### config.mk
export PLATFORM = sky130hd
export DESIGN_NAME = dram_request_picker_write_drain_core
export DESIGN_NICKNAME = d
export VERILOG_FILES = /design/src/drpwd_pkg.sv /design/src/drpwd_ctrl.sv /design/src/drpwd_datapath.sv /design/src/dram_request_picker_write_drain.sv
export SDC_FILE = /design/constraint.sdc
export NUM_CORES = 1
export LEC_CHECK = 0
export ABC_AREA = 1
export BUFFER_PORTS_ARGS = -buffer_cell sky130_fd_sc_hd__buf_2
export CORE_MARGIN = 10
export CORE_UTILIZATION = 34
export DETAILED_ROUTE_END_ITERATION = 6
export PLACE_DENSITY = 0.6
export SYNTH_ARGS = -nofsm -noshare
export SYNTH_HDL_FRONTEND = slang
export SYNTH_SLANG_ARGS = --single-unit
### constraint.sdc
create_clock -name clk -period 7.3 [get_ports clk]
set_clock_uncertainty 0.05 [all_clocks]
set_input_delay 0.73 -clock clk [delete_from_list [all_inputs] [get_ports clk]]
set_output_delay 0.73 -clock clk [all_outputs]
set_load 0.1 [all_outputs]
### src/drpwd_pkg.sv
// ---------------------------------------------------------------------------
// drpwd_pkg: shared types and constants of the DRAM request picker
// Word layouts, command codes, register indexes and the control/status
// bundles between controller and datapath.
// ---------------------------------------------------------------------------
package drpwd_pkg;

  // command codes of an input word
  localparam logic [1:0] CMD_START  = 2'd0;
  localparam logic [1:0] CMD_ENTRY  = 2'd1;
  localparam logic [1:0] CMD_FINISH = 2'd2;

  // configuration register indexes
  localparam logic [1:0] REG_HIGH_MARK = 2'd0;
  localparam logic [1:0] REG_LOW_MARK  = 2'd1;
  localparam logic [1:0] REG_AGE       = 2'd2;

  localparam int CFG_DATA_W = 32;
  localparam int FIELD_TIME_W = 48;

  // register reset values
  localparam logic [7:0]  HIGH_MARK_RESET = 8'd80;
  localparam logic [7:0]  LOW_MARK_RESET  = 8'd40;
  localparam logic [31:0] AGE_RESET       = 32'd10000;

  typedef struct packed {
    logic [1:0]  command;
    logic [1:0]  channel;
    logic [7:0]  read_count;
    logic [7:0]  write_count;
    logic [47:0] now_cycle;
    logic        is_write;
    logic        issuable;
    logic        bank_active;
    logic [15:0] open_row;
    logic [15:0] entry_row;
    logic [47:0] arrive_cycle;
    logic [6:0]  entry_id;
  } in_item_t;

  typedef struct packed {
    logic       found;
    logic       chose_write;
    logic [6:0] chosen_id;
    logic       was_priority;
  } out_item_t;

  // controller to datapath
  typedef struct packed {
    logic load;      // capture the accepted word
    logic start;     // update drain flag, latch pass, clear picks
    logic classify;  // judge the held entry
    logic update;    // fold the judged entry into the picks
    logic emit;      // load the result register, clear picks
  } ctrl_cmd_t;

  // datapath to controller
  typedef struct packed {
    logic [1:0] command;
    logic       out_free;
  } dp_status_t;

endpackage

### src/drpwd_ctrl.sv
// ---------------------------------------------------------------------------
// drpwd_ctrl: sequencing controller
// Accepts one word at a time and steps the datapath through decode,
// pick update and result load.
// ---------------------------------------------------------------------------
module drpwd_ctrl import drpwd_pkg::*; (
  input  logic       clk,
  input  logic       rst_n,
  input  logic       in_valid,
  output logic       in_stall,
  input  dp_status_t status,
  output ctrl_cmd_t  cmd
);

  localparam logic [1:0] S_IDLE   = 2'd0;
  localparam logic [1:0] S_DECODE = 2'd1;
  localparam logic [1:0] S_UPDATE = 2'd2;
  localparam logic [1:0] S_EMIT   = 2'd3;

  logic [1:0] state_r;
  logic [1:0] state_nxt;

  assign in_stall = (state_r != S_IDLE);

  always_comb begin
    state_nxt    = state_r;
    cmd          = '0;
    unique case (state_r)
      S_IDLE: begin
        if (in_valid) begin
          cmd.load  = 1'b1;
          state_nxt = S_DECODE;
        end
      end
      S_DECODE: begin
        unique case (status.command)
          CMD_START: begin
            cmd.start = 1'b1;
            state_nxt = S_IDLE;
          end
          CMD_ENTRY: begin
            cmd.classify = 1'b1;
            state_nxt    = S_UPDATE;
          end
          CMD_FINISH: state_nxt = S_EMIT;
          default:    state_nxt = S_IDLE;  // unused code: drop the word
        endcase
      end
      S_UPDATE: begin
        cmd.update = 1'b1;
        state_nxt  = S_IDLE;
      end
      S_EMIT: begin
        // hold until the result register is free
        if (status.out_free) begin
          cmd.emit  = 1'b1;
          state_nxt = S_IDLE;
        end
      end
      default: state_nxt = S_IDLE;
    endcase
  end

  always_ff @(posedge clk) begin
    if (!rst_n) begin
      state_r <= S_IDLE;
    end else begin
      state_r <= state_nxt;
    end
  end

endmodule

### src/drpwd_datapath.sv
// ---------------------------------------------------------------------------
// drpwd_datapath: picker datapath
// Holds the configuration, drain flags, pass settings, the two running
// picks and the result register.
// ---------------------------------------------------------------------------
module drpwd_datapath import drpwd_pkg::*; #(
  parameter int CHANNELS  = 4,
  parameter int TIME_BITS = 48
) (
  input  logic                  clk,
  input  logic                  rst_n,
  input  in_item_t              in_data,
  input  logic                  cfg_we,
  input  logic [1:0]            cfg_index,
  input  logic [CFG_DATA_W-1:0] cfg_data,
  input  logic                  out_stall,
  output logic                  out_valid,
  output out_item_t             out_data,
  input  ctrl_cmd_t             cmd,
  output dp_status_t            status
);

  localparam int TB = (TIME_BITS < FIELD_TIME_W) ? TIME_BITS : FIELD_TIME_W;
  localparam int AW = (TB > CFG_DATA_W) ? TB : CFG_DATA_W;

  // configuration
  logic [7:0]            high_r;
  logic [7:0]            low_r;
  logic [CFG_DATA_W-1:0] age_r;

  logic [CHANNELS-1:0]   drain_r;
  logic [CHANNELS-1:0]   drain_nxt;

  in_item_t              item_r;

  logic                  pass_drain_r;
  logic [TB-1:0]         pass_now_r;

  logic                  prio_valid_r;
  logic [TB-1:0]         prio_arrival_r;
  logic [6:0]            prio_id_r;
  logic                  any_valid_r;
  logic [TB-1:0]         any_arrival_r;
  logic [6:0]            any_id_r;

  logic                  cand_r;
  logic                  prio_cand_r;

  logic                  out_valid_r;
  out_item_t             out_r;
  out_item_t             out_nxt;

  // start decision
  logic                  ch_in_range;
  logic                  ch_flag_old;
  logic                  ch_flag_new;

  // entry judgement
  logic [TB-1:0]         arrival;
  logic [TB:0]           age_diff;
  logic                  is_hit;
  logic                  is_aged;
  logic                  considered;

  assign status.command  = item_r.command;
  assign status.out_free = !out_valid_r || !out_stall;

  assign out_valid = out_valid_r;
  assign out_data  = out_r;

  always_comb begin
    ch_in_range = (32'(item_r.channel) < CHANNELS);
    ch_flag_old = 1'b0;
    for (int i = 0; i < CHANNELS; i++) begin
      if (32'(item_r.channel) == i) begin
        ch_flag_old = drain_r[i];
      end
    end
    priority if ((item_r.write_count > high_r) || (item_r.read_count == 8'd0)) begin
      ch_flag_new = 1'b1;
    end else if (item_r.write_count <= low_r) begin
      ch_flag_new = 1'b0;
    end else begin
      ch_flag_new = ch_flag_old;
    end
    drain_nxt = drain_r;
    for (int i = 0; i < CHANNELS; i++) begin
      if (32'(item_r.channel) == i) begin
        drain_nxt[i] = ch_flag_new;
      end
    end
  end

  assign arrival    = item_r.arrive_cycle[TB-1:0];
  assign age_diff   = {1'b0, pass_now_r} - {1'b0, arrival};
  // a borrow means the entry arrived after the pass cycle: never aged
  assign is_aged    = !age_diff[TB] && (AW'(age_diff[TB-1:0]) > AW'(age_r));
  assign is_hit     = item_r.bank_active && (item_r.open_row == item_r.entry_row);
  assign considered = (item_r.is_write == pass_drain_r) && item_r.issuable;

  always_comb begin
    out_nxt = '0;
    priority if (prio_valid_r) begin
      out_nxt.found        = 1'b1;
      out_nxt.chose_write  = pass_drain_r;
      out_nxt.chosen_id    = prio_id_r;
      out_nxt.was_priority = 1'b1;
    end else if (any_valid_r) begin
      out_nxt.found       = 1'b1;
      out_nxt.chose_write = pass_drain_r;
      out_nxt.chosen_id   = any_id_r;
    end else begin
      out_nxt = '0;
    end
  end

  // control state
  always_ff @(posedge clk) begin
    if (!rst_n) begin
      high_r       <= HIGH_MARK_RESET;
      low_r        <= LOW_MARK_RESET;
      age_r        <= AGE_RESET;
      drain_r      <= '0;
      pass_drain_r <= 1'b0;
      pass_now_r   <= '0;
      prio_valid_r <= 1'b0;
      any_valid_r  <= 1'b0;
      out_valid_r  <= 1'b0;
    end else begin
      if (cfg_we) begin
        unique case (cfg_index)
          REG_HIGH_MARK: high_r <= cfg_data[7:0];
          REG_LOW_MARK:  low_r  <= cfg_data[7:0];
          REG_AGE:       age_r  <= cfg_data;
          default: ;
        endcase
      end
      if (cmd.start) begin
        drain_r      <= drain_nxt;
        pass_drain_r <= ch_in_range && ch_flag_new;
        pass_now_r   <= item_r.now_cycle[TB-1:0];
      end
      if (cmd.start || cmd.emit) begin
        prio_valid_r <= 1'b0;
        any_valid_r  <= 1'b0;
      end
      if (cmd.update) begin
        if (prio_cand_r && (!prio_valid_r || (arrival < prio_arrival_r))) begin
          prio_valid_r <= 1'b1;
        end
        if (cand_r && (!any_valid_r || (arrival < any_arrival_r))) begin
          any_valid_r <= 1'b1;
        end
      end
      if (cmd.emit) begin
        out_valid_r <= 1'b1;
      end else if (!out_stall) begin
        out_valid_r <= 1'b0;
      end
    end
  end

  // payload
  always_ff @(posedge clk) begin
    if (cmd.load) begin
      item_r <= in_data;
    end
    if (cmd.classify) begin
      cand_r      <= considered;
      prio_cand_r <= considered && (is_hit || is_aged);
    end
    if (cmd.update) begin
      if (prio_cand_r && (!prio_valid_r || (arrival < prio_arrival_r))) begin
        prio_arrival_r <= arrival;
        prio_id_r      <= item_r.entry_id;
      end
      if (cand_r && (!any_valid_r || (arrival < any_arrival_r))) begin
        any_arrival_r <= arrival;
        any_id_r      <= item_r.entry_id;
      end
    end
    if (cmd.emit) begin
      out_r <= out_nxt;
    end
  end

  // a priority pick is always also a candidate for the plain pick
  a_prio_implies_any: assert property (@(posedge clk) disable iff (!rst_n)
    prio_valid_r |-> any_valid_r)
    else $error("priority pick held without a plain pick");

  a_any_not_younger: assert property (@(posedge clk) disable iff (!rst_n)
    (prio_valid_r && any_valid_r) |-> (any_arrival_r <= prio_arrival_r))
    else $error("plain pick younger than priority pick");

  a_none_is_zero: assert property (@(posedge clk) disable iff (!rst_n)
    (out_valid_r && !out_r.found) |->
      (out_r.chosen_id == 7'd0 && !out_r.chose_write && !out_r.was_priority))
    else $error("empty result carries non-zero fields");

  a_emit_when_free: assert property (@(posedge clk) disable iff (!rst_n)
    (out_valid_r && out_stall) |-> !cmd.emit)
    else $error("result overwritten while stalled");

endmodule

### src/dram_request_picker_write_drain.sv
// ---------------------------------------------------------------------------
// dram_request_picker_write_drain_core: DRAM request picker with write drain
// Top level joining the sequencing controller and the picker datapath.
// ---------------------------------------------------------------------------
// Words are taken one at a time. A start word steps through capture and decode
// (drain flag update), an entry word through capture, age/row-hit judgement and
// compare with the two running picks, and a finish word through capture, decode
// and result load, which waits while the result register is full and stalled.
// The controller steps a single held word through the age subtract of up to 48
// bits and then the arrival compares. A result sits in an output register, so
// the next word is accepted while it waits. Drain flags reset to zero;
// configuration writes land at any time.
module dram_request_picker_write_drain_core import drpwd_pkg::*; #(
  parameter int CHANNELS  = 4,
  parameter int TIME_BITS = 48
) (
  input  logic                  clk,
  input  logic                  rst_n,
  input  logic                  in_valid,
  output logic                  in_stall,
  input  in_item_t              in_data,
  output logic                  out_valid,
  input  logic                  out_stall,
  output out_item_t             out_data,
  input  logic                  cfg_we,
  input  logic [1:0]            cfg_index,
  input  logic [CFG_DATA_W-1:0] cfg_data
);

  ctrl_cmd_t  cmd;
  dp_status_t status;

  drpwd_ctrl u_ctrl (
    .clk      (clk),
    .rst_n    (rst_n),
    .in_valid (in_valid),
    .in_stall (in_stall),
    .status   (status),
    .cmd      (cmd)
  );

  drpwd_datapath #(
    .CHANNELS  (CHANNELS),
    .TIME_BITS (TIME_BITS)
  ) u_datapath (
    .clk       (clk),
    .rst_n     (rst_n),
    .in_data   (in_data),
    .cfg_we    (cfg_we),
    .cfg_index (cfg_index),
    .cfg_data  (cfg_data),
    .out_stall (out_stall),
    .out_valid (out_valid),
    .out_data  (out_data),
    .cmd       (cmd),
    .status    (status)
  );

endmodule

==> impl_results.md <==
* Post-Place Cell Area at 22300 sq um
* Syn Area/Cell at 9.12 sq um
* Core Rows at 89
* Worst min-delay path category: input port to register
* Outcome: finished clean
* Average wire per standard cell at 16.9 um
* CTS Buffer Depth at 3
* Max Slew Vio Count at 0
* Worst Hold Slack at 0.244 ns
* Vias per cell at 4.72
* Vias in the first global route at 16100
* Root Buffer Master: clkbuf_16
* Total CTS buffers at 45
* Core area at 59100 sq um
* Nets at 2856
* Residual DRC at 0
* Synth Flop Type: edfxtp_1
* Gp weighted congestion at 0.883
* TritonRoute pass-1 iters at 7
* Non-Filler Instances at 3282
* Setup violators final at 0
* Final Hold Viols at 0
* Synth area leader: edfxtp_1
* Synth Warn # at 0
* Initial antenna violation count at 14
* H-tree depth at 2
* CP max FO at 5
* Worst setup margin at 3.03 ns
* Global Route Usage Sum at 0.157
* Pin count of the biggest net entering global routing at 59
* Tmin final at 4.27 ns
* RSZ-0062 raised after global routing: false
* Pleak at 11.0 nW
* Worst-Margin Slew at 1.20 ns
* HPWL after DPL at 43.3 mm
* CTS tree: yes
* Synth cell types at 46
* Post-Route Utilization at 0.405
* First-pass GRT wire length at 86.9 mm
* Top cells by area, synth: edfxtp_1 41%, ha_1 12%, dfxtp_1 10%
* Placement Setup Slack at 2.98 ns
* Post-cts sizing count at 0
* Fillers at 5889
* Initial Utilization at 0.344
* Setup TNS at 0 ns
* CTS Hold Bufs at 0
* Setup bufs post-CTS at 0
* Die Area at 70000 sq um
* Design area at 24000 sq um
* Total Wirelength at 55.6 mm
* Arrival time at the worst endpoint at 4.58 ns
* Final antenna-violating net count at 0
* Detailed Route Iter0 Violations at 833
* Via count at 15500
* Total Power at 5.51 mW
* Maximum vdd drop at 0.190 mV
* Clk_lat worst skew at 0.61 ns
* Clock transition at path regs at 0.06 ns
* Most frequent cells in the layout: 547 x nand2_1, 402 x inv_1, 280 x edfxtp_1
* Placed Cells at 3191
* Worst path required time at 7.61 ns
* EDFF count, synth at 280
* Grt total ovfl at 0
* Ys async rst share at 0
* Fraction of final layout cells sized beyond drive strength 1 at 0.146
* Post-synth top area share at 0.413
* Die width at 265 um
* Max-slew headroom at 0.195
* Setup crit end kind: register
* Commonest non-fill, non-tap cell in the layout: nand2_1
* Die height at 265 um
* Area growth from synthesis to layout at 17.8%
* Final worst-path cycle share at 0.585
* Clk sink count at 386
* Setup CP Type: register to register
* Port Buffers at 208
* Fmax at 234 MHz
* Synth Register Bits at 386
* Seq/Total Area, Yosys at 0.518
* Post-Synthesis Cell Area at 20300 sq um
* Post-Syn Nets at 2623
* Max Cap Violations at 0
* Syn Inst Count at 2232
* Crit start category: register
* I/O Pins at 209
* Pwr dens at 230 nW/um^2
==> cells in the mapped netlist, types with 3 or more instances <==
cell type  number
nor2_4          4
nand3_1        61
nor4_1          5
or2_2           4
nand2_2        25
nor3_1         15
o211ai_1       12
a21oi_1       207
o21a_1          6
o21ai_0        78
nor2_2         11
xnor2_1        17
inv_2          10
nand2_1       548
a211oi_1        3
mux2i_1         3
dfxtp_1       106
nor3_2          6
o21bai_1        7
a21o_1          6
a21oi_2         3
edfxtp_1      280
xor2_1         27
ha_1          193
nor2_1        108
nand4_1        28
clkbuf_1       29
inv_1         404
==> worst paths after layout <==
path	start	endpoint	slack [ns]	cells past startpoint
worst min-delay path	in_data[74]	u_datapath.item_r[74]$_DFFE_PP_	0.24	1
worst max register to register	u_datapath.arrival[0]$_DFFE_PP_	u_datapath.prio_cand_r$_DFFE_PP_	3.03	25
worst max-delay path	u_datapath.arrival[0]$_DFFE_PP_	u_datapath.prio_cand_r$_DFFE_PP_	3.03	25
worst min register to register	u_datapath.item_r[2]$_DFFE_PP_	u_datapath.prio_id_r[2]$_DFFE_PP_	0.40	0
==> flip-flops by register name, summed over array words and instances (netlist names) <==
register and flops:
u_datapath.item_r 108, u_datapath.any_arrival_r 48, u_datapath.arrival 48, u_datapath.pass_now_r 48, u_datapath.prio_arrival_r 48, u_datapath.age_r 32
u_datapath.out_data 10, u_datapath.high_r 8, u_datapath.low_r 8, u_datapath.any_id_r 7, u_datapath.prio_id_r 7, u_datapath.drain_r 4
u_ctrl.state_r 2, u_datapath.status 2, u_datapath.any_valid_r 1, u_datapath.cand_r 1, u_datapath.out_valid 1, u_datapath.pass_drain_r 1
u_datapath.prio_cand_r 1, u_datapath.prio_valid_r 1
==> metal layers <==
metal | routed length [um] | global-route usage
met2 | 26000 | 0.265
met1 | 25200 | 0.197
met4 | 1180 | 0.0430
met5 | 116 | 0.00346
met3 | 3050 | 0.0361
==> area by class of cell <==
class,instances,area [sq um],share of cell area
tap,773,967,0.0404
multi-input combinational,1399,8150,0.340
clock inverter,30,437,0.0182
inverter,416,1560,0.0651
sequential,386,10500,0.439
timing repair buffer,217,1110,0.0463
clock buffer,54,1200,0.0501
antenna,7,17.5,0.000731
==> worst max-delay path, cell delays in order, from the launching register on <==
cell and delay, ns:
edfxtp_1 0.47, ha_1 0.27, fa_1 0.41, inv_1 0.13, nand2_1 0.10, nand2_1 0.08, nand3b_1 0.10, nand2_2 0.14
nand2_1 0.06, nand2_1 0.13, a21oi_1 0.12, o21ai_0 0.25, xor2_1 0.13, ha_1 0.29, nand2_1 0.06, nor3_1 0.25
and3_1 0.23, nand2_1 0.06, nand2_1 0.09, nand3_1 0.13, nor2_1 0.11, nand2_1 0.06, nor2_1 0.09, nand2_1 0.06
nand2_1 0.10, a21oi_2 0.06
==> cells by family after synthesis <==
family | Yosys count | share of synthesized area
flip-flops | 386 | 0.518
XOR/XNOR | 44 | 0.0189
multiplexers | 3 | 0.00148
adder cells (fa/ha/maj) | 194 | 0.120
AO/OA/AOI/OAI | 333 | 0.0884
buffers and inverters | 447 | 0.0825
AND/OR/NAND/NOR | 825 | 0.171
==> where the power goes <==
part	switching [mW]	total, mW	internal [mW]
clock network	0.958	2.44	1.48
logic	0.355	0.556	0.200
registers	0.0603	2.52	2.46
(Power assumes the default switching activity.)
